**config.mk**
```make
export PLATFORM = sky130hd
export DESIGN_NAME = fermat_primality_round
export DESIGN_NICKNAME = d
export VERILOG_FILES = /design/src/fpr_pkg.sv /design/src/fermat_primality_round.sv
export SDC_FILE = /design/constraint.sdc
export NUM_CORES = 1
export LEC_CHECK = 0
export BUFFER_PORTS_ARGS = -buffer_cell sky130_fd_sc_hd__buf_2
export CORE_AREA = 5 5 172 257
export DETAILED_ROUTE_END_ITERATION = 12
export DIE_AREA = 0 0 177 262
export REMOVE_ABC_BUFFERS = 1
export SLEW_MARGIN = 10
export SYNTH_ARGS = -nofsm -noshare
export SYNTH_HDL_FRONTEND = slang
export SYNTH_SLANG_ARGS = --single-unit
```
**constraint.sdc**
```tcl
create_clock -name clock -period 14.2 [get_ports clock]
set_input_delay 0.71 -clock clock [delete_from_list [all_inputs] [get_ports clock]]
set_output_delay 0.71 -clock clock [all_outputs]
set_load 0.01 [all_outputs]
```
**src/fpr_pkg.sv**
```systemverilog
// Package for the Fermat primality round block.
// Holds the default word width, the verdict codes and the sequencer state type.
package fpr_pkg;

   localparam int WORD_BITS_DEFAULT = 31;

   typedef enum logic [1:0] {
      CODE_PASS   = 2'd0,
      CODE_SMALL  = 2'd1,
      CODE_FACTOR = 2'd2,
      CODE_FERMAT = 2'd3
   } code_type;

   typedef enum logic [6:0] {
      ST_IDLE = 7'b0000001,
      ST_CHK  = 7'b0000010,
      ST_BASE = 7'b0000100,
      ST_GCD  = 7'b0001000,
      ST_PSQ  = 7'b0010000,
      ST_PML  = 7'b0100000,
      ST_OUT  = 7'b1000000
   } state_type;

endpackage

```
**src/fermat_primality_round.sv**
```systemverilog
// Fermat primality round: one probable-prime round per input beat.
// Uses fpr_pkg for verdict codes and sequencer states.
//
// Usage: req_ beats carry candidate n, a random word and a last_round flag.
// Each beat is one round with base a = 2 + (word mod (n-4)). The round fails
// if gcd(n, a) != 1 or a^(n-1) mod n != 1; n <= 1 and n == 4 fail as small
// values, n == 2 and n == 3 pass. Failures are ORed over the rounds of one
// candidate, and the first failure code is kept. A beat with last_round set
// produces one rsp_ beat with the verdict and clears the stored flag.
// All arithmetic runs through one shared double-and-add modular unit that
// handles one bit of a remainder or a modular product per cycle.
// Per round: small values are settled in ST_CHK; otherwise the unit first
// reduces the word to the base, then runs the Euclid steps (up to about
// 45 steps), then the modular power by modular multiplies, one square per
// exponent bit plus one multiply per set bit.
// req_stall is high from acceptance until the round is done; one beat at
// a time. The verdict sits in the output register while rsp_stall is high
// and the next rounds go on; only a verdict that finishes while the register
// is still full holds the sequencer, and req_stall, until it drains.
// Reset (synchronous) clears the sequencer, the failure flag and rsp_valid.
module fermat_primality_round #(
   parameter int WORD_BITS = fpr_pkg::WORD_BITS_DEFAULT
) (
   input  logic                 clock,
   input  logic                 reset,
   input  logic                 req_valid,
   output logic                 req_stall,
   input  logic [WORD_BITS-1:0] req_candidate,
   input  logic [WORD_BITS-1:0] req_random_word,
   input  logic                 req_last_round,
   output logic                 rsp_valid,
   input  logic                 rsp_stall,
   output logic                 rsp_is_probable_prime,
   output logic [1:0]           rsp_verdict_code
);
   import fpr_pkg::*;

   localparam int CW = (WORD_BITS > 1) ? $clog2(WORD_BITS) : 1;
   localparam logic [CW-1:0] CNT_TOP = CW'(WORD_BITS - 1);

   state_type state_ff, state_in;
   logic [WORD_BITS-1:0] n_ff, n_in;
   logic [WORD_BITS-1:0] base_ff, base_in;
   logic [WORD_BITS-1:0] mod_ff, mod_in;
   logic [WORD_BITS-1:0] acc_ff, acc_in;
   logic [WORD_BITS-1:0] div_ff, div_in;
   logic [WORD_BITS-1:0] opnd_ff, opnd_in;
   logic [CW-1:0]        cnt_ff, cnt_in;
   logic [CW-1:0]        ebit_ff, ebit_in;
   logic                 last_ff, last_in;
   logic                 seen_ff, seen_in;
   code_type             kind_ff, kind_in;
   logic                 rsp_valid_ff, rsp_valid_in;
   logic                 prime_ff, prime_in;
   code_type             vcode_ff, vcode_in;

   // shared unit: acc = (2*acc + add) mod mod_ff, add <= mod_ff
   logic [WORD_BITS:0]   dbl, s1, t2;
   logic [WORD_BITS-1:0] addend, step_res, exp_w;
   logic                 round_done;
   logic                 out_free;
   code_type             round_code;

   always_comb begin
      dbl = {acc_ff, 1'b0};
      s1  = (dbl >= {1'b0, mod_ff}) ? dbl - {1'b0, mod_ff} : dbl;
      if (!div_ff[WORD_BITS-1])
         addend = '0;
      else if (state_ff == ST_PSQ || state_ff == ST_PML)
         addend = opnd_ff;
      else
         addend = WORD_BITS'(1);
      t2  = {1'b0, s1[WORD_BITS-1:0]} + {1'b0, addend};
      step_res = (t2 >= {1'b0, mod_ff}) ? WORD_BITS'(t2 - {1'b0, mod_ff})
                                        : t2[WORD_BITS-1:0];
   end

   assign exp_w    = n_ff - WORD_BITS'(1);
   assign out_free = !rsp_valid_ff || !rsp_stall;

   always_comb begin
      state_in     = state_ff;
      n_in         = n_ff;
      base_in      = base_ff;
      mod_in       = mod_ff;
      acc_in       = acc_ff;
      div_in       = div_ff;
      opnd_in      = opnd_ff;
      cnt_in       = cnt_ff;
      ebit_in      = ebit_ff;
      last_in      = last_ff;
      seen_in      = seen_ff;
      kind_in      = kind_ff;
      rsp_valid_in = rsp_valid_ff;
      prime_in     = prime_ff;
      vcode_in     = vcode_ff;
      round_done   = 1'b0;
      round_code   = CODE_PASS;

      if (rsp_valid_ff && !rsp_stall)
         rsp_valid_in = 1'b0;

      unique case (state_ff)
         ST_IDLE: begin
            if (req_valid) begin
               n_in     = req_candidate;
               div_in   = req_random_word;
               last_in  = req_last_round;
               state_in = ST_CHK;
            end
         end
         ST_CHK: begin
            if (n_ff <= WORD_BITS'(1) || n_ff == WORD_BITS'(4)) begin
               round_done = 1'b1;
               round_code = CODE_SMALL;
            end else if (n_ff <= WORD_BITS'(3)) begin
               round_done = 1'b1;
            end else begin
               mod_in   = n_ff - WORD_BITS'(4);
               acc_in   = '0;
               cnt_in   = CNT_TOP;
               state_in = ST_BASE;
            end
         end
         ST_BASE: begin
            acc_in = step_res;
            div_in = div_ff << 1;
            cnt_in = cnt_ff - CW'(1);
            if (cnt_ff == '0) begin
               base_in  = step_res + WORD_BITS'(2);
               mod_in   = step_res + WORD_BITS'(2);
               div_in   = n_ff;
               acc_in   = '0;
               cnt_in   = CNT_TOP;
               state_in = ST_GCD;
            end
         end
         ST_GCD: begin
            acc_in = step_res;
            div_in = div_ff << 1;
            cnt_in = cnt_ff - CW'(1);
            if (cnt_ff == '0) begin
               if (step_res == '0) begin
                  // mod_ff holds the gcd
                  if (mod_ff != WORD_BITS'(1)) begin
                     round_done = 1'b1;
                     round_code = CODE_FACTOR;
                  end else begin
                     mod_in   = n_ff;
                     div_in   = WORD_BITS'(1);
                     opnd_in  = WORD_BITS'(1);
                     acc_in   = '0;
                     cnt_in   = CNT_TOP;
                     ebit_in  = CNT_TOP;
                     state_in = ST_PSQ;
                  end
               end else begin
                  mod_in = step_res;
                  div_in = mod_ff;
                  acc_in = '0;
                  cnt_in = CNT_TOP;
               end
            end
         end
         ST_PSQ, ST_PML: begin
            acc_in = step_res;
            div_in = div_ff << 1;
            cnt_in = cnt_ff - CW'(1);
            if (cnt_ff == '0) begin
               acc_in = '0;
               cnt_in = CNT_TOP;
               div_in = step_res;
               if (state_ff == ST_PSQ && exp_w[ebit_ff]) begin
                  opnd_in  = base_ff;
                  state_in = ST_PML;
               end else if (ebit_ff == '0) begin
                  round_done = 1'b1;
                  round_code = (step_res == WORD_BITS'(1)) ? CODE_PASS : CODE_FERMAT;
               end else begin
                  ebit_in  = ebit_ff - CW'(1);
                  opnd_in  = step_res;
                  state_in = ST_PSQ;
               end
            end
         end
         ST_OUT: begin
            // verdict ready but the previous one is still held
            if (out_free) begin
               rsp_valid_in = 1'b1;
               prime_in     = !seen_ff;
               vcode_in     = kind_ff;
               seen_in      = 1'b0;
               kind_in      = CODE_PASS;
               state_in     = ST_IDLE;
            end
         end
         default: state_in = ST_IDLE;
      endcase

      if (round_done) begin
         if (round_code != CODE_PASS && !seen_ff) begin
            seen_in = 1'b1;
            kind_in = round_code;
         end
         if (last_ff && out_free) begin
            rsp_valid_in = 1'b1;
            prime_in     = !seen_in;
            vcode_in     = kind_in;
            seen_in      = 1'b0;
            kind_in      = CODE_PASS;
            state_in     = ST_IDLE;
         end else if (last_ff) begin
            state_in = ST_OUT;
         end else begin
            state_in = ST_IDLE;
         end
      end
   end

   always_ff @(posedge clock) begin
      if (reset) begin
         state_ff     <= ST_IDLE;
         seen_ff      <= 1'b0;
         kind_ff      <= CODE_PASS;
         rsp_valid_ff <= 1'b0;
      end else begin
         state_ff     <= state_in;
         seen_ff      <= seen_in;
         kind_ff      <= kind_in;
         rsp_valid_ff <= rsp_valid_in;
      end
      n_ff     <= n_in;
      base_ff  <= base_in;
      mod_ff   <= mod_in;
      acc_ff   <= acc_in;
      div_ff   <= div_in;
      opnd_ff  <= opnd_in;
      cnt_ff   <= cnt_in;
      ebit_ff  <= ebit_in;
      last_ff  <= last_in;
      prime_ff <= prime_in;
      vcode_ff <= vcode_in;
   end

   assign req_stall             = (state_ff != ST_IDLE);
   assign rsp_valid             = rsp_valid_ff;
   assign rsp_is_probable_prime = prime_ff;
   assign rsp_verdict_code      = vcode_ff;

   a_rsp_hold: assert property (@(posedge clock) disable iff (reset)
      (rsp_valid_ff && rsp_stall) |=>
         (rsp_valid_ff && $stable(prime_ff) && $stable(vcode_ff)))
      else $error("stalled verdict beat changed");

   a_accept_chk: assert property (@(posedge clock) disable iff (reset)
      (req_valid && !req_stall) |=> (state_ff == ST_CHK))
      else $error("accepted beat did not start a round");

   a_verdict: assert property (@(posedge clock) disable iff (reset)
      rsp_valid_ff |-> (prime_ff == (vcode_ff == CODE_PASS)))
      else $error("verdict flag and code disagree");

   a_acc_reduced: assert property (@(posedge clock) disable iff (reset)
      (state_ff == ST_GCD || state_ff == ST_PSQ || state_ff == ST_PML)
         |-> (acc_ff < mod_ff))
      else $error("shared unit accumulator not reduced");

endmodule
```
==> impl_metrics.yaml <==
clock_tree:
  post_cts_buffers: 0
  cts_buffers: 24
  cts_htree_levels: 1
  clk_pin_slew_worst_paths_ns: 0.06
  hold_buffers: 0
  cts_root_buffer: "clkbuf_16"
  clock_sinks: 211
  cts_tree: "built"
  clk_latency_ns: 0.55
  clk_path_buf_depth: 3
  cts_resized: 0
drt:
  first_pass_iters: 5
  dr_total_vias: 17964
  routed_wl_um: 70800
  ant_nets: 0
  drtIter0Drc: 1586
  avgRoutedWirePerCell_um: 25.2
  routed_via_density: 6.40
  drc_errors: 0
finish:
  num_antenna_cells: 0
  finalNetCount: 2396
  finalNonFillerCells: 2806
  drive_gt1_share_pct: 9.41
  area_growth_pct: 8.84
synth:
  async_flop_share_pct: 0
  ys.warnings.count: 0
  synthCells: 2209
  synth_compound_area_share_pct: 23.9
  seq_area_frac_synth_pct: 33.3
  netlist.top_cell.by_area: "edfxtp_1"
  synth.top_cell.area_share_pct: 31.8
  avgSynthCellArea_um2: 8.42
  synthFlopType: "edfxtp_1"
  synthXorXnorAreaFrac_pct: 5.75
  synthTopCellsByArea: "edfxtp_1 (32%), ha_1 (6.9%), nor2_1 (4.7%)"
  synth-edff-count: 197
  synth_cell_types: 99
  synth_adder_area_share_pct: 7.19
  synthSimpleGateAreaFrac_pct: 23.0
  syn-cell-area_um2: 18600
  synthMuxAreaShare_pct: 2.15
  synth_top_family_by_area: "compound AO/OA/AOI/OAI gates"
  ys_seq_elements: 211
critical_path:
  cp.required_ns: 14.38
  crit_family: "compound AO/OA/AOI/OAI gates"
  cp_max_fo: 39
  setup.worst_path.end_class: "flip-flop"
  r2r_start: "mod_ff[0]$_DFFE_PP_"
  path_class: "reg2reg"
  reg2reg_slack_ns: 1.85
  crit_path_max_incr_delay_ns: 0.75
  rr_endpoint: "mod_ff[9]$_DFFE_PP_"
  cpMaxStageDelayCell: "o21ai_1"
  cp.buffers_inverters: 3
  crit_start: "mod_ff[0]$_DFFE_PP_"
  cp_common_cell: "a21oi_1"
  arrival_ns: 12.52
  rr_worst_depth: 33
  start_kind: "flip-flop"
timing:
  worstMarginPinSlew_ns: 1.09
  drv_slew: 0
  period_needed_ns: 12.35
  rsz0062_at_grt: "false"
  max_slew_margin_pct: 27.5
  finalCritPeriodShare_pct: 87.0
  finalHoldViolCount: 0
  setup_viol: 0
  finClkSkew_ns: 0.0284
  fin_tns_setup_ns: 0
  timing.fmax_mhz: 81.0
job:
  cap_violations: 0
pwr:
  peakVddDrop_uv: 122
  total_leakage_power_uw: 0.00775
  p_sw_share_pct: 35.1
  p_sw_uw: 678
  powerDensity_nw_per_um2: 95.4
  clockPowerShare_pct: 31.8
  internal_power_uw: 1250
  p_seq_share_pct: 39.1
  pwr-share-comb_pct: 29.1
place:
  port_buffers: 71
  gp_congestion: 1.03
  dp.cells: 2762
  dp_hpwl_um: 55500
grt:
  groute.layer.met2.usage_pct: 53.0
  grt_usage_pct: 29.5
  use_met1_pct: 35.6
  grt_pass1_vias: 17285
  gr-total-overflow: 0
  grt_pass1_wl_um: 105000
  antenna_found_initial: 0
  grt_max_degree: 60
  grt_most_used_layer: "met2"
  use_met3_pct: 2.98
min_path:
  min_path_cells: 1
  whs_endpoint: "n_ff[7]$_DFFE_PP_"
  holdCritPathClass: "in2reg"
  hold_start: "req_candidate[7]"
status:
  outcome: "complete, no violations"
die:
  row_count: 92
  core_region_area_um2: 41700
  die_h_um: 262
  start_util_pct: 44.6
  io_pins: 72
  die_area_um2: 46400
  die_x_um: 177
## state kept, by name, summed over array words and instances (netlist names), 5 cells and up
signal    cells
state_ff      7
base_ff      31
cnt_ff        5
acc_ff       31
ebit_ff       5
div_ff       31
n_ff         31
opnd_ff      31
mod_ff       31
## cells in the mapped netlist, types with 35 or more instances
cell type	number
o22ai_1	35
inv_1	88
clkbuf_1	90
xnor2_1	72
a31oi_1	51
nand2_1	203
nand3_1	83
nor3_1	57
and3_1	56
o21ai_0	106
edfxtp_1	197
a21oi_1	175
nor2_1	235
xor2_1	50
a21o_1	37
ha_1	102
## area by class of cell
cell class / instances / area [µm²]
flip-flops and latches: 211 / 6200
well taps: 564 / 706
repair buffers: 113 / 671
multi-input cells: 1786 / 11600
fillers: 4160 / 21400
inverters: 88 / 330
clock inverters: 8 / 71.3
clock buffers: 36 / 677
## logic make-up (layout without fill, tap and decap cells)
kind of cell             count (synthesis)  in the layout
adder cells (fa/ha/maj)                105            105
flip-flops                             211            211
XOR/XNOR                               122            122
AND/OR/NAND/NOR                        853            853
AO/OA/AOI/OAI                          671            671
buffers and inverters                  212            245
multiplexers                            35             35
## cell usage in the layout, fill, tap and decap left out, drive strengths merged, types with 72 or more instances in the layout
cell	synthesis	routed
a21oi	177	177
buf	33	113
edfxtp	197	197
ha	102	102
inv	88	89
nand2	206	206
nand3	84	84
nor2	235	235
o21ai	121	121
xnor2	72	72
## metal layers
metal	routed length (µm)	vias to the layer above
met4	4020	0
met3	4380	192
met1	27100	8646
met2	35300	783
met5	0	-
li1	-	8343
## worst max path at each step
stage	endpoint	slack, ns	cells after the start
final	mod_ff[9]$_DFFE_PP_	1.85	33
after floorplan	mod_ff[0]$_DFFE_PP_	1.52	32
after detailed placement	mod_ff[2]$_DFFE_PP_	2.08	33
after global placement	mod_ff[2]$_DFFE_PP_	2.08	33
after CTS	mod_ff[9]$_DFFE_PP_	2.04	33
after global routing	div_ff[26]$_DFFE_PP_	1.37	37
## power by group through the flow
stage | registers (µW) | logic (µW) | clock network, µW
finish | 755 | 562 | 613
global route | 758 | 602 | 648
CTS | 754 | 550 | 623
detailed placement | 767 | 547 | 0
global placement | 767 | 546 | 0
floorplan | 752 | 363 | 0
## stage by stage
step | instance area, µm² | worst slack, ns | hold slack [ns] | total power (µW) | util (%)
5_1_grt | 20200 | 1.37 | 0.328 | 2010 | 48.6
3_5_place_dp | 19500 | 2.08 | 0.504 | 1310 | 46.8
6_report | 20200 | 1.85 | 0.343 | 1930 | 48.6
2_1_floorplan | 18000 | 1.52 | 0.492 | 1120 | -
3_3_place_gp | 19500 | 2.08 | 0.505 | 1310 | 46.8
4_1_cts | 20200 | 2.04 | 0.326 | 1930 | 48.6
No activity file was read; power rests on OpenSTA's default activity.
